File: config.mk
export PLATFORM = sky130hd
export DESIGN_NAME = csw_emit_flat
export DESIGN_NICKNAME = d
export VERILOG_FILES = /design/src/csw_pkg.sv /design/src/csw_out_if.sv /design/src/csw_emit.sv /design/src/flat_wrapper.sv
export SDC_FILE = /design/constraint.sdc
export NUM_CORES = 1
export LEC_CHECK = 0
export ABC_CLOCK_PERIOD_IN_PS = 5500
export BUFFER_PORTS_ARGS = -buffer_cell sky130_fd_sc_hd__buf_2
export CAP_MARGIN = 20
export CORE_AREA = 2 2 99 101
export CTS_BUF_LIST = sky130_fd_sc_hd__clkbuf_4 sky130_fd_sc_hd__clkbuf_8
export CTS_CLUSTER_DIAMETER = 150
export DETAILED_ROUTE_END_ITERATION = 7
export DIE_AREA = 0 0 101 103
export GPL_ROUTABILITY_DRIVEN = 0
export GPL_TIMING_DRIVEN = 0
export PLACE_DENSITY = 0.68
export SYNTH_ARGS = -nofsm -noshare
export SYNTH_HDL_FRONTEND = slang
export SYNTH_SLANG_ARGS = --single-unit
File: constraint.sdc
create_clock -name clk -period 5.5 [get_ports clk]
set_input_delay 0.55 -clock clk [delete_from_list [all_inputs] [get_ports clk]]
set_output_delay 0.55 -clock clk [all_outputs]
set_load 0.03 [all_outputs]
File: src/csw_pkg.sv
// ---------------------------------------------------------------------------
// csw_pkg: shared types and constants of the count sliding window expirer
// Window geometry, result codes and the stage record passed from the
// window control to the result emitter.
// ---------------------------------------------------------------------------
package csw_pkg;

    localparam int WINDOW_DEPTH = 1024;
    localparam int HANDLE_BITS  = 32;

    localparam int STAMP_W  = 32;
    localparam int HANDLE_W = 32;
    localparam int WSIZE_W  = 11;
    localparam int PTR_W    = (WINDOW_DEPTH > 1) ? $clog2(WINDOW_DEPTH) : 1;
    localparam int FILL_W   = $clog2(WINDOW_DEPTH + 1);
    localparam int SUM_W    = FILL_W + 1;
    localparam int CMP_W    = (FILL_W > WSIZE_W) ? FILL_W : WSIZE_W;

    // Configuration port
    localparam int APB_DATA_W = 32;
    localparam int APB_ADDR_W = 3;
    localparam int REG_IDX_W  = APB_ADDR_W - 2;
    localparam int CFG_WINDOW_SIZE = 0;

    typedef enum logic [1:0] {
        KIND_INSERT    = 2'd0,
        KIND_DELETE    = 2'd1,
        KIND_HEARTBEAT = 2'd2
    } kind_t;

    typedef struct packed {
        logic                   has_result;
        logic                   is_heartbeat;
        logic                   expire;
        logic [HANDLE_BITS-1:0] handle;
        logic [STAMP_W-1:0]     stamp;
    } item_t;

    // Fit a port handle to the stored handle width
    function automatic logic [HANDLE_BITS-1:0] to_store(input logic [HANDLE_W-1:0] h);
        logic [63:0] w;
        w = 64'(h);
        return w[HANDLE_BITS-1:0];
    endfunction

    // Fit a stored handle to the port handle width
    function automatic logic [HANDLE_W-1:0] to_port(input logic [HANDLE_BITS-1:0] h);
        logic [63:0] w;
        w = 64'(h);
        return w[HANDLE_W-1:0];
    endfunction

endpackage

File: src/csw_out_if.sv
// ---------------------------------------------------------------------------
// csw_out_if: result channel
// Valid/ready channel carrying one result per transaction.
// ---------------------------------------------------------------------------
interface csw_out_if;
    logic        valid;
    logic        ready;
    logic [1:0]  kind;
    logic [31:0] out_handle;
    logic [31:0] out_stamp;
    logic        last;

    modport source (output valid, output kind, output out_handle, output out_stamp,
                    output last, input ready);
    modport sink   (input valid, input kind, input out_handle, input out_stamp,
                    input last, output ready);
endinterface

File: src/csw_emit.sv
// ---------------------------------------------------------------------------
// csw_emit: result emitter
// Output register that presents an insert or heartbeat, then the delete of
// the expired tuple when the element caused one.
// ---------------------------------------------------------------------------
module csw_emit
    import csw_pkg::*;
(
    input  logic                   clk,
    input  logic                   rst_n,
    input  logic                   a_valid,
    input  item_t                  a_item,
    output logic                   a_take,
    input  logic [HANDLE_BITS-1:0] rd_handle,
    csw_out_if.source              out_ch
);

    logic                e_valid_reg, e_valid_next;
    kind_t               e_kind_reg, e_kind_next;
    logic [HANDLE_W-1:0] e_handle_reg, e_handle_next;
    logic [STAMP_W-1:0]  e_stamp_reg, e_stamp_next;
    logic                e_last_reg, e_last_next;
    logic [HANDLE_W-1:0] e_del_reg, e_del_next;

    logic out_fire;
    logic free;
    logic load;

    assign out_fire = e_valid_reg && out_ch.ready;
    assign free     = !e_valid_reg || (out_fire && e_last_reg);
    assign load     = a_valid && a_item.has_result && free;
    // An element with no result drops at once
    assign a_take   = a_valid && (!a_item.has_result || free);

    always_comb
    begin
        e_valid_next  = e_valid_reg;
        e_kind_next   = e_kind_reg;
        e_handle_next = e_handle_reg;
        e_stamp_next  = e_stamp_reg;
        e_last_next   = e_last_reg;
        e_del_next    = e_del_reg;
        if (out_fire && !e_last_reg)
        begin
            e_kind_next   = KIND_DELETE;
            e_handle_next = e_del_reg;
            e_last_next   = 1'b1;
        end
        else if (load)
        begin
            e_valid_next  = 1'b1;
            e_kind_next   = a_item.is_heartbeat ? KIND_HEARTBEAT : KIND_INSERT;
            e_handle_next = a_item.is_heartbeat ? '0 : to_port(a_item.handle);
            e_stamp_next  = a_item.stamp;
            e_last_next   = !a_item.expire;
            e_del_next    = to_port(rd_handle);
        end
        else if (out_fire)
        begin
            e_valid_next = 1'b0;
        end
    end

    always_ff @(posedge clk or negedge rst_n)
    begin
        if (!rst_n)
        begin
            e_valid_reg <= 1'b0;
        end
        else
        begin
            e_valid_reg <= e_valid_next;
        end
    end

    always_ff @(posedge clk)
    begin
        e_kind_reg   <= e_kind_next;
        e_handle_reg <= e_handle_next;
        e_stamp_reg  <= e_stamp_next;
        e_last_reg   <= e_last_next;
        e_del_reg    <= e_del_next;
    end

    assign out_ch.valid      = e_valid_reg;
    assign out_ch.kind       = e_kind_reg;
    assign out_ch.out_handle = e_handle_reg;
    assign out_ch.out_stamp  = e_stamp_reg;
    assign out_ch.last       = e_last_reg;

endmodule

File: src/flat_wrapper.sv
// flat-port wrapper written by rule: the top's interface ports become plain ports
module csw_emit_flat import csw_pkg::*;
  (clk, rst_n, a_valid, a_item, a_take, rd_handle, out_ch_valid, out_ch_kind, out_ch_out_handle, out_ch_out_stamp, out_ch_last, out_ch_ready);
  csw_out_if out_ch_i ();
  input  logic clk;
  input  logic rst_n;
  input  logic a_valid;
  input  item_t a_item;
  output logic a_take;
  input  logic [HANDLE_BITS-1:0] rd_handle;
  output wire logic [$bits(out_ch_i.valid)-1:0] out_ch_valid;
  output wire logic [$bits(out_ch_i.kind)-1:0] out_ch_kind;
  output wire logic [$bits(out_ch_i.out_handle)-1:0] out_ch_out_handle;
  output wire logic [$bits(out_ch_i.out_stamp)-1:0] out_ch_out_stamp;
  output wire logic [$bits(out_ch_i.last)-1:0] out_ch_last;
  input wire logic [$bits(out_ch_i.ready)-1:0] out_ch_ready;
  assign out_ch_valid = out_ch_i.valid;
  assign out_ch_kind = out_ch_i.kind;
  assign out_ch_out_handle = out_ch_i.out_handle;
  assign out_ch_out_stamp = out_ch_i.out_stamp;
  assign out_ch_last = out_ch_i.last;
  assign out_ch_i.ready = out_ch_ready;
  csw_emit u_core (.clk(clk), .rst_n(rst_n), .a_valid(a_valid), .a_item(a_item), .a_take(a_take), .rd_handle(rd_handle), .out_ch(out_ch_i));
endmodule
==> flow_summary.json <==
{
  "maxCapViolCount": 0,
  "synth.avg_cell_area_um2": 15.98,
  "start_util_pct": 37.33,
  "rrSetupSlack_ps": 3810,
  "clk_pin_slew_ps": 90,
  "tightestPinTransition_ps": 489.3,
  "p_leak_nw": 2.107,
  "synth_cell_type_count": 17,
  "antenna_cells": 0,
  "synth_top_family_by_area": "simple AND/OR/NAND/NOR gates",
  "holdPathStages": 1,
  "yosysTopAreaCellShare_pct": 81.64,
  "die-area_um2": 10400,
  "synth_fa_ha_area_share_pct": 0,
  "status": "finished, final reports clean",
  "nFillCells": 846,
  "yosys.area_share.simple_pct": 12.62,
  "r2r-start": "u_core.out_ch.last$_SDFFE_PP1P_",
  "slew_headroom_pct": 67.38,
  "cts_setup_buffers": 0,
  "cts.repair.resized": 0,
  "synth_mux_area_share_pct": 0.5670,
  "grt_pass1_wl_um": 11270,
  "wl_per_cell_um": 14.61,
  "path_class": "flip-flop to output port",
  "areaGrowthSynthToFinish_pct": 37.10,
  "cpMaxStageDelayCell": "dfrtp_1",
  "cts_hold_buf": 1,
  "drive_gt1_share_pct": 48.54,
  "instances_no_fill": 526,
  "synthCells": 221,
  "grt_start_max_net_pins": 35,
  "yosys.area.top_type": "edfxtp_1",
  "cts_tree": "built",
  "placed_area_um2": 4616,
  "cp_cell_sequence": "a21boi_2 -> a21boi_0 -> buf_2",
  "async_flop_share_pct": 1.000,
  "yosys_warnings": 0,
  "critPathRequiredTime_ps": 4950,
  "ys_seq_area_share_pct": 84.05,
  "fmax_ghz": 0.4953,
  "pwr_density_cell_nw_per_um2": 389.7,
  "reg2reg_to": "u_core.out_ch.out_handle[12]$_DFFE_PP_",
  "vias": 2396,
  "clockRootBuffer": "clkbuf_8",
  "cts_max_level": 3,
  "cts_buffer_depth": 2,
  "synth.cell_area_um2": 3531,
  "die_h_um": 103,
  "rows": 36,
  "fin_skew_ps": 5.935,
  "vias_per_cell": 4.555,
  "drt_iter0_drc": 74,
  "hpwl_um": 5534,
  "grt.total_usage_pct": 14.43,
  "finalSetupViolCount": 0,
  "grt_antenna_before_repair": 1,
  "numCtsBuffers": 9,
  "ant_nets": 0,
  "io_pins": 172,
  "die_w_um": 101,
  "synthTopCellsByCount": "edfxtp_1, nand2_1, nand3_1",
  "dp_cells": 509,
  "synth_flop_cell": "edfxtp_1",
  "min_to": "u_core.out_ch.out_stamp[30]$_DFFE_PP_",
  "synth_edf_count": 96,
  "drc": 0,
  "numPortBuffers": 171,
  "hold_class": "input pin to flip-flop",
  "final_nets": 510,
  "clock_latency_ps": 360,
  "slowest_delay_ps": 400,
  "worstPathArrival_ps": 1470,
  "cts_sinks": 100,
  "synth_fp_nets": 324,
  "synth_area_leaders": "edfxtp_1, nand2_1, nand3_1, dfxtp_1, buf_6",
  "synth_compound_area_share_pct": 0.8150,
  "critPathLaunchType": "flip-flop",
  "endpoint_kind": "output port",
  "finalHoldViolCount": 0,
  "final_core_util_pct": 51.18,
  "maxSlewViolCount": 0,
  "fin_crit_ps": 2019,
  "setup_tns_ps": 0,
  "yosys_register_bits": 100,
  "fin_crit_sh_pct": 36.71,
  "fin_area_um2": 4841,
  "routed_wl_um": 7686,
  "yosysMostFrequentCell": "edfxtp_1",
  "grt_pass1_vias": 2321,
  "coreArea_um2": 9459,
  "cp_max_fo": 5,
  "ir_worst_vdd_uv": 246.8,
  "rsz0062_at_grt": "no",
  "min_from": "a_item[30]",
  "drt_pass1_iterations": 6,
  "synthXorXnorAreaFrac_pct": 0,
  "reg2reg_depth": 4,
  "grt_overflow": 0
}
[cell usage in the layout (no fill, tap or decap), types with 2 or more instances in the layout]
master / Yosys / routed
nand3_1: 32 / 32
edfxtp_1: 96 / 96
dfxtp_1: 3 / 3
clkbuf_4: 0 / 2
buf_1: 3 / 3
buf_12: 0 / 2
clkbuf_8: 0 / 9
buf_6: 3 / 3
bufinv_16: 0 / 2
buf_2: 4 / 175
mux2i_1: 2 / 2
nand2_1: 67 / 67
[kinds of logic after synthesis]
logic type | Yosys count
compound gates | 4
buf+inv | 11
flops | 100
mux | 2
simple gates | 104
[worst max-delay path: cells and delay by family, from the launching register on]
family | cells | cell delay [ps]
AO/OA/AOI/OAI | 2 | 520
buffers and inverters | 1 | 190
flip-flops | 1 | 400
[worst max path at each step]
stage,slack (ps),end,start
3_3_place_gp,280,u_core.out_ch.last$_SDFFE_PP1P_,out_ch_ready
4_1_cts,3450,a_take,u_core.out_ch.valid$_DFFE_PN0P_
6_report,3480,a_take,u_core.out_ch.valid$_DFFE_PN0P_
2_1_floorplan,1450,u_core.e_del_reg[0]$_DFFE_PP_,u_core.out_ch.valid$_DFFE_PN0P_
3_5_place_dp,3580,u_core.out_ch.out_handle[15]$_DFFE_PP_,out_ch_ready
5_1_grt,3370,a_take,u_core.out_ch.valid$_DFFE_PN0P_
[routing by layer]
layer | share of wire, % | vias to the layer above | GRT usage, % | wire length (um)
li1 | - | 1166 | - | -
met2 | 50 | 96 | 23.23 | 3833
met1 | 40 | 1121 | 17.70 | 3102
met3 | 8.2 | 11 | 5.492 | 631
met5 | 0.17 | - | 0 | 13
met4 | 1.4 | 2 | 5.717 | 104
[stage by stage]
stage / setup WS [ps] / power [W] / hold WS (ps)
6_report: 3481 / 0.001887 / 361.6
5_1_grt: 3375 / 0.001972 / 332.7
4_1_cts: 3452 / 0.001913 / 334.4
3_5_place_dp: 3585 / 0.001404 / 328.1
3_3_place_gp: 280.2 / 0.001384 / 326.1
2_1_floorplan: 1452 / 0.001250 / 254.4
[layout make-up]
| class | count | area (um^2) | share of cell area (%) |
|---|---|---|---|
| Tap cell | 114 | 142.6 | 2.947 |
| Timing Repair Buffer | 175 | 933.4 | 19.28 |
| Clock buffer | 11 | 138.9 | 2.869 |
| Multi-Input combinational cell | 110 | 513.0 | 10.60 |
| Clock inverter | 5 | 76.32 | 1.577 |
| Buffer | 10 | 65.06 | 1.344 |
| Inverter | 1 | 3.754 | 0.07754 |
| Sequential cell | 100 | 2968 | 61.31 |
[where the power goes]
part	internal, W	switching, W
Combinational	0.000127	0.000281
Sequential	0.000947	0.0000250
Clock	0.000265	0.000242
(Power assumes the default switching activity.)
