File: src/csw_pkg.sv
// ---------------------------------------------------------------------------
// csw_pkg: shared types and constants of the count sliding window expirer
// Window geometry, result codes and the stage record passed from the
// window control to the result emitter.
// ---------------------------------------------------------------------------
package csw_pkg;

    localparam int WINDOW_DEPTH = 1024;
    localparam int HANDLE_BITS  = 32;

    localparam int STAMP_W  = 32;
    localparam int HANDLE_W = 32;
    localparam int WSIZE_W  = 11;
    localparam int PTR_W    = (WINDOW_DEPTH > 1) ? $clog2(WINDOW_DEPTH) : 1;
    localparam int FILL_W   = $clog2(WINDOW_DEPTH + 1);
    localparam int SUM_W    = FILL_W + 1;
    localparam int CMP_W    = (FILL_W > WSIZE_W) ? FILL_W : WSIZE_W;

    // Configuration port
    localparam int APB_DATA_W = 32;
    localparam int APB_ADDR_W = 3;
    localparam int REG_IDX_W  = APB_ADDR_W - 2;
    localparam int CFG_WINDOW_SIZE = 0;

    typedef enum logic [1:0] {
        KIND_INSERT    = 2'd0,
        KIND_DELETE    = 2'd1,
        KIND_HEARTBEAT = 2'd2
    } kind_t;

    typedef struct packed {
        logic                   has_result;
        logic                   is_heartbeat;
        logic                   expire;
        logic [HANDLE_BITS-1:0] handle;
        logic [STAMP_W-1:0]     stamp;
    } item_t;

    // Fit a port handle to the stored handle width
    function automatic logic [HANDLE_BITS-1:0] to_store(input logic [HANDLE_W-1:0] h);
        logic [63:0] w;
        w = 64'(h);
        return w[HANDLE_BITS-1:0];
    endfunction

    // Fit a stored handle to the port handle width
    function automatic logic [HANDLE_W-1:0] to_port(input logic [HANDLE_BITS-1:0] h);
        logic [63:0] w;
        w = 64'(h);
        return w[HANDLE_W-1:0];
    endfunction

endpackage

File: src/csw_in_if.sv
// ---------------------------------------------------------------------------
// csw_in_if: input element channel
// Valid/ready channel carrying one stream element per transaction.
// ---------------------------------------------------------------------------
interface csw_in_if;
    logic        valid;
    logic        ready;
    logic        is_heartbeat;
    logic [31:0] stamp;
    logic [31:0] tuple_handle;

    modport source (output valid, output is_heartbeat, output stamp, output tuple_handle,
                    input ready);
    modport sink   (input valid, input is_heartbeat, input stamp, input tuple_handle,
                    output ready);
endinterface

File: src/csw_ctrl.sv
// ---------------------------------------------------------------------------
// csw_ctrl: window bookkeeping
// Holds the ring pointers and stamps, decides each element's results,
// issues the window RAM accesses and holds the element until the emitter takes it.
// ---------------------------------------------------------------------------
module csw_ctrl
    import csw_pkg::*;
(
    input  logic                   clk,
    input  logic                   rst_n,
    input  logic [WSIZE_W-1:0]     window_size,
    csw_in_if.sink                 in_ch,
    output logic                   a_valid,
    output item_t                  a_item,
    input  logic                   a_take,
    output logic                   ram_we,
    output logic [PTR_W-1:0]       ram_waddr,
    output logic [HANDLE_BITS-1:0] ram_wdata,
    output logic                   ram_re,
    output logic [PTR_W-1:0]       ram_raddr
);

    logic [PTR_W-1:0]   oldest_reg, oldest_next;
    logic [FILL_W-1:0]  fill_reg, fill_next;
    logic [STAMP_W-1:0] last_out_reg, last_out_next;
    logic               a_valid_reg, a_valid_next;
    item_t              a_item_reg, a_item_next;

    logic               accept;
    logic [CMP_W-1:0]   size_ext;
    logic [CMP_W-1:0]   eff_size;
    logic               expire;
    logic               hb_due;
    logic [SUM_W-1:0]   wsum;
    logic [PTR_W-1:0]   wpos;
    logic [PTR_W-1:0]   oldest_inc;

    assign in_ch.ready = !a_valid_reg || a_take;
    assign accept      = in_ch.valid && in_ch.ready;

    // Clamp the window size to 1..WINDOW_DEPTH
    always_comb
    begin
        size_ext = CMP_W'(window_size);
        if (size_ext == '0)
        begin
            eff_size = CMP_W'(1);
        end
        else if (size_ext > CMP_W'(WINDOW_DEPTH))
        begin
            eff_size = CMP_W'(WINDOW_DEPTH);
        end
        else
        begin
            eff_size = size_ext;
        end
    end

    assign expire = CMP_W'(fill_reg) >= eff_size;
    assign hb_due = last_out_reg < in_ch.stamp;

    // Tail slot: oldest + fill wraps at most once
    assign wsum = SUM_W'(oldest_reg) + SUM_W'(fill_reg);
    assign wpos = (wsum >= SUM_W'(WINDOW_DEPTH)) ? PTR_W'(wsum - SUM_W'(WINDOW_DEPTH))
                                                 : PTR_W'(wsum);
    assign oldest_inc = (oldest_reg == PTR_W'(WINDOW_DEPTH - 1)) ? '0
                                                                 : oldest_reg + PTR_W'(1);

    assign ram_we    = accept && !in_ch.is_heartbeat;
    assign ram_waddr = wpos;
    assign ram_wdata = to_store(in_ch.tuple_handle);
    assign ram_re    = accept && !in_ch.is_heartbeat && expire;
    assign ram_raddr = oldest_reg;

    always_comb
    begin
        oldest_next   = oldest_reg;
        fill_next     = fill_reg;
        last_out_next = last_out_reg;
        a_valid_next  = a_valid_reg;
        a_item_next   = a_item_reg;
        if (a_take)
        begin
            a_valid_next = 1'b0;
        end
        if (accept)
        begin
            a_valid_next             = 1'b1;
            a_item_next.is_heartbeat = in_ch.is_heartbeat;
            a_item_next.handle       = to_store(in_ch.tuple_handle);
            a_item_next.stamp        = in_ch.stamp;
            if (in_ch.is_heartbeat)
            begin
                a_item_next.has_result = hb_due;
                a_item_next.expire     = 1'b0;
                if (hb_due)
                begin
                    last_out_next = in_ch.stamp;
                end
            end
            else
            begin
                a_item_next.has_result = 1'b1;
                a_item_next.expire     = expire;
                last_out_next          = in_ch.stamp;
                if (expire)
                begin
                    oldest_next = oldest_inc;
                end
                else
                begin
                    fill_next = fill_reg + FILL_W'(1);
                end
            end
        end
    end

    always_ff @(posedge clk or negedge rst_n)
    begin
        if (!rst_n)
        begin
            oldest_reg   <= '0;
            fill_reg     <= '0;
            last_out_reg <= '0;
            a_valid_reg  <= 1'b0;
        end
        else
        begin
            oldest_reg   <= oldest_next;
            fill_reg     <= fill_next;
            last_out_reg <= last_out_next;
            a_valid_reg  <= a_valid_next;
        end
    end

    always_ff @(posedge clk)
    begin
        a_item_reg <= a_item_next;
    end

    assign a_valid = a_valid_reg;
    assign a_item  = a_item_reg;

endmodule

File: src/flat_wrapper.sv
// flat-port wrapper written by rule: the top's interface ports become plain ports
module csw_ctrl_flat import csw_pkg::*;
  (clk, rst_n, window_size, a_valid, a_item, a_take, ram_we, ram_waddr, ram_wdata, ram_re, ram_raddr, in_ch_valid, in_ch_is_heartbeat, in_ch_stamp, in_ch_tuple_handle, in_ch_ready);
  csw_in_if in_ch_i ();
  input  logic clk;
  input  logic rst_n;
  input  logic [WSIZE_W-1:0] window_size;
  output logic a_valid;
  output item_t a_item;
  input  logic a_take;
  output logic ram_we;
  output logic [PTR_W-1:0] ram_waddr;
  output logic [HANDLE_BITS-1:0] ram_wdata;
  output logic ram_re;
  output logic [PTR_W-1:0] ram_raddr;
  input wire logic [$bits(in_ch_i.valid)-1:0] in_ch_valid;
  input wire logic [$bits(in_ch_i.is_heartbeat)-1:0] in_ch_is_heartbeat;
  input wire logic [$bits(in_ch_i.stamp)-1:0] in_ch_stamp;
  input wire logic [$bits(in_ch_i.tuple_handle)-1:0] in_ch_tuple_handle;
  output wire logic [$bits(in_ch_i.ready)-1:0] in_ch_ready;
  assign in_ch_i.valid = in_ch_valid;
  assign in_ch_i.is_heartbeat = in_ch_is_heartbeat;
  assign in_ch_i.stamp = in_ch_stamp;
  assign in_ch_i.tuple_handle = in_ch_tuple_handle;
  assign in_ch_ready = in_ch_i.ready;
  csw_ctrl u_core (.clk(clk), .rst_n(rst_n), .window_size(window_size), .in_ch(in_ch_i), .a_valid(a_valid), .a_item(a_item), .a_take(a_take), .ram_we(ram_we), .ram_waddr(ram_waddr), .ram_wdata(ram_wdata), .ram_re(ram_re), .ram_raddr(ram_raddr));
endmodule
File: config.mk
export PLATFORM = sky130hd
export DESIGN_NAME = csw_ctrl_flat
export DESIGN_NICKNAME = d
export VERILOG_FILES = /design/src/csw_pkg.sv /design/src/csw_in_if.sv /design/src/csw_ctrl.sv /design/src/flat_wrapper.sv
export SDC_FILE = /design/constraint.sdc
export NUM_CORES = 1
export LEC_CHECK = 0
export ABC_CLOCK_PERIOD_IN_PS = 7400
export BUFFER_PORTS_ARGS = -buffer_cell sky130_fd_sc_hd__clkbuf_2
export CAP_MARGIN = 30
export CORE_UTILIZATION = 30
export DETAILED_ROUTE_END_ITERATION = 8
export RECOVER_POWER = 100
export SLEW_MARGIN = 20
export SYNTH_ARGS = -nofsm -noshare
export SYNTH_HDL_FRONTEND = slang
export SYNTH_SLANG_ARGS = --single-unit
File: constraint.sdc
create_clock -name clk -period 7.4 [get_ports clk]
set_input_delay 0.74 -clock clk [delete_from_list [all_inputs] [get_ports clk]]
set_output_delay 0.74 -clock clk [all_outputs]
set_load 0.03 [all_outputs]
==> metrics, run 1 <==
drc violations 0; total gr overflow 0; Area contributors post-synth edfxtp_1 28%, dfrtp_1 19%, ha_1 9.1%; Setup Fix Bufs, Post-CTS 0; final antenna-violating net count 0; initial core utilization 30.7%; FF-to-FF End u_core.last_out_reg[29]$_DFFE_PN0P_; hold endpoint u_core.fill_reg[10]$_DFFE_PN0P_; WL final 18600 µm; vias per std cell 5.04; core area 23600 µm²; die area 24800 µm²; largest area contributor in the netlist edfxtp_1; Hold Fails Final Rpt 0; first-pass GRT wire length 29200 µm; chip width 157 µm; final setup violation count 0; Reg clk slew, reported paths 0.07 ns; most frequent cells after synthesis 70 x nand3_1, 67 x edfxtp_1, 54 x dfrtp_1; leakage power 3.31 nW; hold wc startpoint u_core.fill_reg[10]$_DFFE_PN0P_; slowest stage cell, crit path clkbuf_1; syn_nets ~800; Worst Path Buf+Inv 5; fraction of layout cells with a size suffix above 1 a little under an eighth; Tot Pwr 3.08 mW; Hold-fix buffers, CTS 0; CP Launch Type primary input; CP Class primary input to output port; failing checks capacitance limit, slew limit; status finished with violations; r2r startpoint u_core.a_valid$_DFFE_PN0P_; Post-Syn Area 7250 µm²; Seq/Total Area, Yosys 46.4%; placed cells approximately 1100; GRT Util Overall 15.3%; Pwr per Cell Area approximately 360 nW/µm²; post_cts resized 0; crit path capture type output port; Post-synth EDFFs 67; Inserted Clock Buffers 17; Worst path most repeated cell clkbuf_1; warnings from Yosys 0; worst-margin pin slew 3.40 ns; Max IR drop VDD 0.000353 V; minimum clock period 4.91 ns; Max Freq 204 MHz; average size of a mapped cell 10.8 µm²; post-synth top area share 27.8%; TritonCTS clock tree done; WP data required 6.66 ns; Hold Path Cell Cnt 1; Gate Count Post-Synth 670; # diodes 0; r2r worst-path depth 7; CTS H-tree lvls 4; Die Y-Extent 157 µm; unique cell type count in the Yosys netlist 53; IO buf count slightly above 200; skew final 0.0103 ns; met2 Resource Use GR 25.6%; max reg flops 67; vias in the first global route 5453; busiest grt layer met2; Clock Latency Late Sink 0.42 ns; max-slew violations 177; FP Rows 56; post-route clock period utilization 66.4%; clk buf depth 2; Final Net Count 966; FF-to-FF setup slack slightly above 3 ns; DR WL/cell ~16 µm; Synth async-reset ratio 44.6%; CP max stage delay 1.79 ns; Worst Hold Class register to register; 1st-pass router iterations 4; Max Cap Viol 4; setup tns final 0 ns; largest net degree at the start of global routing 68; Most used DFF post-synth edfxtp_1; critical path's top delay family buffers and inverters; Vias 5865; worst-path cell chain clkbuf_2 > clkbuf_1 > inv_1 > and3_1 > o21ai_0 > o21ai_0 > clkbuf_1 > clkbuf_1; # IOs between 200 and 250; flops & latches, synth 121; met3 Use GR approximately 3.9%; placed wire-length estimate 12700 µm; met1 usage between 10% and 20%; CP arrival 4.17 ns; unrepaired setup endpoints after global routing false; Worst slew margin -127%; initial antenna violation count 0; Clock Tree Root clkbuf_16; crit-path max FO 67; DR iter-0 viols about 270; routability cong. 0.791; P&R area growth vs syn 19.2%; non-filler cells, final 1164; most common cell in the netlist nand3_1; Num Clock Sinks about 120
-- per-stage QoR --
step           cell area [µm²]  hold WS [ns]  utilization (%)  setup WS [ns]
3_5_place_dp              8310         0.479             35.2           3.81
5_1_grt                   8640         0.481             36.6           2.08
2_1_floorplan             7250         0.444                -           3.38
6_report                  8640         0.493             36.6           2.49
3_3_place_gp              8310         0.495             35.2           3.83
4_1_cts                   8890         0.483             37.6           3.80
-- worst max path at each step --
stage	from	endpoint	slack (ns)	cells past startpoint
finish	in_ch_is_heartbeat	ram_re	2.49	8
global route	in_ch_is_heartbeat	ram_re	2.08	8
CTS	u_core.fill_reg[0]$_DFFE_PN0P_	ram_waddr[8]	3.80	10
detailed placement	window_size[10]	ram_re	3.81	9
global placement	window_size[7]	ram_re	3.83	10
floorplan	a_take	u_core.last_out_reg[22]$_DFFE_PN0P_	3.38	6
-- layout by cell type, fill, tap and decap left out, types with 5 or more instances in the layout --
cell type | netlist | layout
a21oi_1 | 13 | 13
a221oi_2 | 30 | 30
a31oi_1 | 5 | 5
and2_1 | 36 | 36
and3_1 | 9 | 9
buf_4 | 35 | 8
clkbuf_1 | 23 | 187
clkbuf_16 | 0 | 17
clkbuf_2 | 0 | 19
dfrtp_1 | 54 | 54
edfxtp_1 | 67 | 67
ha_1 | 53 | 53
inv_1 | 43 | 43
inv_6 | 0 | 5
nand2_1 | 25 | 24
nand2b_1 | 5 | 5
nand3_1 | 70 | 70
nand4_1 | 8 | 8
nor2_1 | 16 | 15
nor3_1 | 40 | 40
nor4_1 | 4 | 5
o2111ai_1 | 33 | 33
o21a_1 | 6 | 6
o21ai_0 | 13 | 14
xnor2_1 | 13 | 13
xor2_1 | 8 | 8
-- cell type report --
type	instances	area, µm²
fill	2461	15000
clock buffer	17	425
inverter	45	170
multi-input combinational	433	3280
tap	319	399
clock inverter	15	154
timing repair buffer	214	857
sequential	121	3360
-- where the power goes --
part           switching [mW]  total, mW  internal [mW]
Combinational           0.799       1.25          0.448
Clock                   0.370      0.819          0.449
Sequential              0.152       1.02          0.863
-- layer usage --
layer  vias up  wire [µm]
li1       2846          -
met3        10       1270
met5         -          0
met4         0        183
met1      2772       8430
met2       237       8740
-- cells by family (layout without fill, tap and decap cells) --
kind of cell               after synthesis  in the layout  share of synthesized area (%)
AOI/OAI and AO/OA                      131            131                           16.6
xor gates and xnor gates                21             21                           2.54
and+or+nand+nor                        224            224                           16.2
adders and majority gates               54             54                           9.42
buffers and inverters                  116            291                           8.37
muxes                                    3              3                          0.449
DFF                                    121            121                           46.4
-- worst reg2reg max path, cell delays in order, from the launching register on --
cell	delay (ns)
dfrtp_1	0.35
nand2b_1	0.17
nand2_2	0.11
buf_4	0.69
clkinvlp_2	1.68
buf_4	0.89
o2111ai_1	0.23
nand3_1	0.09
No activity file was read; power rests on OpenSTA's default activity.
==> inputs of run 2 (changes only) <==
--- a/config.mk
+++ b/config.mk
@@ -5,7 +5,8 @@
 export SDC_FILE = /design/constraint.sdc
 export NUM_CORES = 1
 export LEC_CHECK = 0
-export ABC_CLOCK_PERIOD_IN_PS = 7400
+export ABC_AREA = 1
+export ABC_CLOCK_PERIOD_IN_PS = 5000
 export BUFFER_PORTS_ARGS = -buffer_cell sky130_fd_sc_hd__clkbuf_2
 export CAP_MARGIN = 30
 export CORE_UTILIZATION = 30
==> constraint.sdc (replaced) <==
create_clock -name clk -period 5 [get_ports clk]
set_input_delay 0.5 -clock clk [delete_from_list [all_inputs] [get_ports clk]]
set_output_delay 0.5 -clock clk [all_outputs]
set_load 0.03 [all_outputs]
==> metrics, run 2 <==
Inserted Clock Buffers 17 (unchanged); post_cts resized 0 (unchanged); r2r startpoint u_core.last_out_reg[5]$_DFFE_PN0P_; DR WL/cell 14.1 µm (-12%); Worst slew margin -117% (+9.9 points); CTS H-tree lvls 4 (unchanged); Place WS 1.71 ns (-2.10 ns); Post-Syn Area 6290 µm² (-13%); Flop pwr share 35.0% (+2.0 points); skew final 0.00861 ns (-0.00171 ns); PnR worst setup slack 1.24 ns (-1.25 ns); final setup violation count 0 (unchanged); Max IR drop VDD 0.000512 V (+45%); start point of the critical path window_size[7]; Hold Fails Final Rpt 0 (unchanged); combinational power share 33.9% (-6.6 points); Setup Fix Bufs, Post-CTS 0 (unchanged); initial antenna violation count 1 (+1); initial core utilization 30.8% (+0.098 points); Worst path most repeated cell nand2_1; drc violations 0 (unchanged); TritonCTS clock tree done; commonest non-fill, non-tap cell in the layout clkbuf_1; Num Clock Sinks 121 (unchanged); IO buf count 202 (unchanged); placed cells 1051 (-7.0%); warnings from Yosys 0 (unchanged); Gate Count Post-Synth 620 (-7.5%); syn_nets 754 (-6.2%); CP Capture Point ram_re; Area contributors post-synth edfxtp_1 32%, dfrtp_1 21%, ha_1 11%; max-slew violations 95 (-46%); Worst Hold Class primary input to register; post-route clock period utilization about 75%; Vias 4776 (-19%); FF-to-FF End u_core.last_out_reg[17]$_DFFE_PN0P_; met1 wire length 6660 µm (-21%); met2 WL 7460 µm (-15%); placed wire-length estimate 11100 µm (-12%); largest area contributor in the netlist edfxtp_1; CP arrival 3.26 ns (-0.91 ns); FF-to-FF setup slack 1.62 ns (-1.45 ns); unrepaired setup endpoints after global routing false; die area 21600 µm² (-13%); leakage power 3.43 nW (+3.7%); Top Layer Used met5; slowest stage cell, crit path nor2_1; Pwr per Cell Area 522 nW/µm² (+47%); Int Pwr 2.37 mW (+35%); Worst Hold Margin 0.286 ns (-0.207 ns); Reg clk slew, reported paths 0.06 ns (about the same); Max Freq 266 MHz; Tot Pwr 3.98 mW (+29%); chip width 147 µm (-6.7%); Max Cap Viol 2 (-2); total gr overflow 0 (unchanged); first-pass GRT wire length 23600 µm (-19%); Clock power frac 31.1% (+4.5 points); Most used DFF post-synth edfxtp_1; core area 20400 µm² (-13%); vias per std cell 4.41 (-12%); 1st-pass router iterations 6 (+2); r2r worst-path depth 13 (+6); P_sw 1.61 mW (+22%); non-filler cells, final 1083 (-7.0%); most frequent cells after synthesis 139 x nand2_1, 69 x inv_1, 67 x edfxtp_1; fraction of layout cells with a size suffix above 1 7.38% (-4.0 points); max reg flops 67 (unchanged); DR iter-0 viols 225 (-17%); Met3 Wirelength 1010 µm (-21%); Final Net Count 934 (-3.3%); # diodes 0 (unchanged); minimum clock period 3.76 ns; status finished with violations; Net Sw Frac 40.5% (-2.4 points); GRT Util Overall 14.4% (-0.97 points); Post-synth EDFFs 67 (unchanged); P&R area growth vs syn 21.3%; Worst Path Buf+Inv 2 (-3); largest net degree at the start of global routing 63 (-7.4%); average size of a mapped cell 10.1 µm² (-6.2%); WL final 15300 µm (-18%); vias in the first global route 4403 (-19%); Synth async-reset ratio 44.6% (unchanged); setup tns final 0 ns (unchanged); clk buf depth 2 (unchanged); WP depth 13 (+5); most common cell in the netlist nand2_1; post-synth top area share 32.0% (+4.2 points); CP Class primary input to output port; flops & latches, synth 121 (unchanged); worst-path cell chain clkbuf_1 > nor4_1 > nand3_1 > nand2_1 > nand2_1 > ha_1 > nand4_1 > nor2_2 > nand4_1 > nand2_1 > nor2_1 > nor2_1 > clkbuf_1; CP Launch Type primary input; failing checks capacitance limit, slew limit; # IOs 203 (unchanged); most frequent cells in the layout 187 x clkbuf_1, 148 x nand2_1, 70 x inv_1; Clock Latency Late Sink 0.41 ns (about the same); worst-margin pin slew 3.26 ns (-0.149 ns); Die Y-Extent 147 µm (-6.7%); routability cong. 0.825 (+4.2%); final antenna-violating net count 0 (unchanged); WP data required 4.50 ns (-2.16 ns); Clock Tree Root clkbuf_16; Hold-fix buffers, CTS 0 (unchanged); crit path capture type output port; CP max stage delay 0.66 ns (-1.13 ns); Seq/Total Area, Yosys 53.4% (+7.1 points); critical path's top delay family simple AND/OR/NAND/NOR gates; crit-path max FO 16 (-76%); FP Rows 52 (-7.1%); unique cell type count in the Yosys netlist 35 (-34%)
[run 2: worst reg2reg max path: stages (launching register included)]
cell and delay (ns):
dfrtp_1 0.39, ha_1 0.30, a21oi_1 0.14, nor2_1 0.05, nor3_1 0.13, nand2_1 0.10, nand2_1 0.06, nand2_1 0.07
nand2_1 0.08, nand2_2 0.04, nand2_1 1.02, nand2_4 0.59, nand2_1 0.22, nand2_1 0.07
[run 2: through the flow]
step           util [%]  cell area [µm²]
2_1_floorplan         -             6290
3_3_place_gp       35.9             7330
3_5_place_dp       35.9             7330
4_1_cts            38.8             7920
5_1_grt            37.3             7630
6_report           37.3             7630
[run 2: power groups by stage]
stage                     Clock (mW)  Sequential (mW)  Combinational, mW
after floorplan                    0             1.50              0.951
after global placement             0             1.42               1.42
after detailed placement           0             1.41               1.43
final                           1.24             1.40               1.35
after global routing            1.33             1.42               1.51
after CTS                       1.29             1.40               1.44
[run 2: area by class of cell]
cell class              instances  area (µm²)
clock inverters                14         163
repair buffers                204         788
well taps                     270         338
flip-flops and latches        121        3360
fillers                      2156       12800
clock buffers                  18         429
inverters                      72         274
multi-input cells             384        2270
[run 2: cell families (layout without fill, tap and decap cells)]
group | after synthesis | in the layout | synth area share [%]
XOR/XNOR | 23 | 23 | 3.20
buffers and inverters | 115 | 308 | 9.60
AO/OA/AOI/OAI | 54 | 54 | 4.61
flip-flops | 121 | 121 | 53.5
adder cells (fa/ha/maj) | 54 | 54 | 10.9
AND/OR/NAND/NOR | 253 | 253 | 18.3
[run 2: worst min path at each step]
stage               cells after the start                                 end                               start
floorplan                               0          u_core.a_valid$_DFFE_PN0P_                               rst_n
global placement                        2  u_core.last_out_reg[0]$_DFFE_PN0P_  u_core.last_out_reg[0]$_DFFE_PN0P_
detailed placement                      2  u_core.last_out_reg[0]$_DFFE_PN0P_  u_core.last_out_reg[0]$_DFFE_PN0P_
CTS                                     1         u_core.a_item[61]$_DFFE_PP_              in_ch_tuple_handle[29]
global route                            1         u_core.a_item[43]$_DFFE_PP_              in_ch_tuple_handle[11]
finish                                  1         u_core.a_item[43]$_DFFE_PP_              in_ch_tuple_handle[11]
[run 2: per-layer routing]
metal | vias to the layer above | global-route usage [%]
li1 | 2392 | -
met1 | 2197 | 17.6
met2 | 174 | 24.5
met3 | 11 | 4.01
met4 | 2 | 4.27
met5 | - | 0
==> inputs of run 3 (changes only) <==
--- a/config.mk
+++ b/config.mk
@@ -6,7 +6,7 @@
 export NUM_CORES = 1
 export LEC_CHECK = 0
 export ABC_AREA = 1
-export ABC_CLOCK_PERIOD_IN_PS = 5000
+export ABC_CLOCK_PERIOD_IN_PS = 3300
 export BUFFER_PORTS_ARGS = -buffer_cell sky130_fd_sc_hd__clkbuf_2
 export CAP_MARGIN = 30
 export CORE_UTILIZATION = 30
==> constraint.sdc (replaced) <==
create_clock -name clk -period 3.3 [get_ports clk]
set_input_delay 0.33 -clock clk [delete_from_list [all_inputs] [get_ports clk]]
set_output_delay 0.33 -clock clk [all_outputs]
set_load 0.03 [all_outputs]
==> metrics, run 3 (synthesis gave the netlist of run 2 again) <==
Inserted Clock Buffers 17 (unchanged); unrepaired setup endpoints after global routing false; Final Net Count 938 (+0.43%); FILL cells 2193 (+1.7%); Hold-fix buffers, CTS 1 (+1); FF-to-FF End u_core.a_item[66]$_SDFFCE_PN1P_; worst-path cell chain ha_1 > a21oi_1 > nor2_1 > nor3_1 > nand2_1 > nand2_1 > nand2_1 > nand2_1 > nand2_1 > nand2_4 > clkbuf_1; Tot Pwr 6.05 mW (+52%); Reg clk slew, reported paths 0.06 ns (about the same); placed cells 1054 (+0.29%); commonest non-fill, non-tap cell in the layout clkbuf_1; first-pass GRT wire length 23500 µm (-0.32%); non-filler cells, final 1087 (+0.37%); placed instance area 7360 µm² (+0.48%); most frequent cells in the layout 189 x clkbuf_1, 142 x nand2_1, 70 x inv_1; initial antenna violation count 0 (-1); hold wc startpoint in_ch_tuple_handle[2]; Max IR drop VDD 0.000761 V (+49%); GRT Util Overall 14.3% (about the same); Top Layer Used met4; r2r worst-path depth 11 (-2); clk buf depth 2 (unchanged); Multi-input gate area 2290 µm² (+0.66%); slowest stage cell, crit path clkbuf_1; Worst Hold Class primary input to register; Clock Tree Root clkbuf_16; Worst path most repeated cell nand2_1; largest net degree at the start of global routing 76 (+21%); final setup violation count 0 (unchanged); Max Cap Viol 1 (-1); FF-to-FF setup slack 0.41 ns (-1.21 ns); register area 3360 µm² (unchanged); max-slew violations 33 (-65%); vias in the first global route 4427 (+0.55%); Die Y-Extent 147 µm (unchanged); # diodes 0 (unchanged); Hold Path Cell Cnt 1 (unchanged); Vias 4813 (+0.77%); vias per std cell 4.43 (+0.40%); WL final 15400 µm (+0.57%); r2r startpoint u_core.last_out_reg[5]$_DFFE_PN0P_; max reg flops 67 (unchanged); DR WL/cell 14.2 µm (+0.20%); Met3 Wirelength 1040 µm (+3.6%); CP arrival 2.95 ns (-0.31 ns); # IOs 203 (unchanged); met1 wire length 6810 µm (+2.2%); post-route clock period utilization 87.7%; initial core utilization 30.8% (unchanged); setup tns final 0 ns (unchanged); Hold Fails Final Rpt 0 (unchanged); drc violations 0 (unchanged); skew final 0.0176 ns (+0.00895 ns); post_cts resized 0 (unchanged); failing checks capacitance limit, slew limit; leakage power 3.44 nW (+0.33%); routability cong. 0.851 (+3.2%); P&R area growth vs syn 21.9%; hold endpoint u_core.a_item[34]$_DFFE_PP_; Worst slew margin -29.0% (+88 points); CP max stage delay 0.89 ns (+0.23 ns); met2 WL 7370 µm (-1.2%); chip width 147 µm (unchanged); minimum clock period 2.89 ns; Clock Latency Late Sink 0.42 ns (about the same); crit-path max FO 22 (+6); final antenna-violating net count 0 (unchanged); total gr overflow 0 (unchanged); core area 20400 µm² (unchanged); status finished with violations; TritonCTS clock tree done; FP Rows 52 (unchanged); die area 21600 µm² (unchanged); CP Class register to register; PnR worst setup slack 0.406 ns (-0.830 ns); DR iter-0 viols 182 (-19%); worst-margin pin slew 1.93 ns (-1.32 ns); CTS H-tree lvls 4 (unchanged); Max Freq 345 MHz; Num Clock Sinks 121 (unchanged); WP data required 3.35 ns (-1.15 ns); Place WS 0.629 ns (-1.08 ns); Finished Cell Area 7670 µm² (+0.52%); IO buf count 202 (unchanged); CP Launch Type register; Core Util, Final 37.5% (+0.20 points); Setup Fix Bufs, Post-CTS 0 (unchanged); fraction of layout cells with a size suffix above 1 8.08% (+0.70 points); Worst Hold Margin 0.100 ns (-0.185 ns); crit path capture type register; Pwr per Cell Area 789 nW/µm² (+51%); 1st-pass router iterations 4 (-2); placed wire-length estimate 11500 µm (+3.3%)
-- run 3: area by class of cell --
class,instances,share of cell area (%)
Inverter,72,3.56
Timing Repair Buffer,208,10.6
Clock buffer,18,5.60
Sequential cell,121,43.8
Clock inverter,14,2.14
Tap cell,270,4.40
Multi-Input combinational cell,384,29.9
-- run 3: routing by layer --
layer | vias up | GRT usage, %
li1 | 2404 | -
met1 | 2213 | 17.9
met2 | 183 | 24.2
met3 | 13 | 3.85
met4 | 0 | 4.32
met5 | - | 0
-- run 3: how the worst max path moves through the flow --
| stage | from | to | slack [ns] | depth (start not counted) |
|---|---|---|---|---|
| after global routing | u_core.last_out_reg[5]$_DFFE_PN0P_ | u_core.last_out_reg[0]$_DFFE_PN0P_ | 0.09 | 13 |
| after detailed placement | window_size[3] | u_core.ram_raddr[8]$_DFFE_PN0P_ | 0.63 | 16 |
| after floorplan | u_core.ram_raddr[0]$_DFFE_PN0P_ | ram_waddr[6] | 0.82 | 8 |
| after global placement | window_size[7] | u_core.ram_raddr[8]$_DFFE_PN0P_ | 0.70 | 16 |
| after CTS | u_core.ram_raddr[0]$_DFFE_PN0P_ | ram_waddr[8] | 0.40 | 13 |
| final | u_core.last_out_reg[5]$_DFFE_PN0P_ | u_core.a_item[66]$_SDFFCE_PN1P_ | 0.41 | 11 |
-- run 3: worst max-delay path, delay by kind of cell, from the launching register on --
kind	cells	cell delay, ns
flip-flops	1	0.39
buffers and inverters	1	0.89
AO/OA/AOI/OAI	1	0.14
adder cells (fa/ha/maj)	1	0.30
AND/OR/NAND/NOR	8	0.78
-- run 3: where the power goes --
group	leakage [nW]	total [mW]	switching [mW]	internal [mW]
logic	1.85	2.06	1.46	0.605
registers	1.32	2.12	0.263	1.86
clock network	0.280	1.86	0.733	1.13
total	3.44	6.05	2.45	3.60
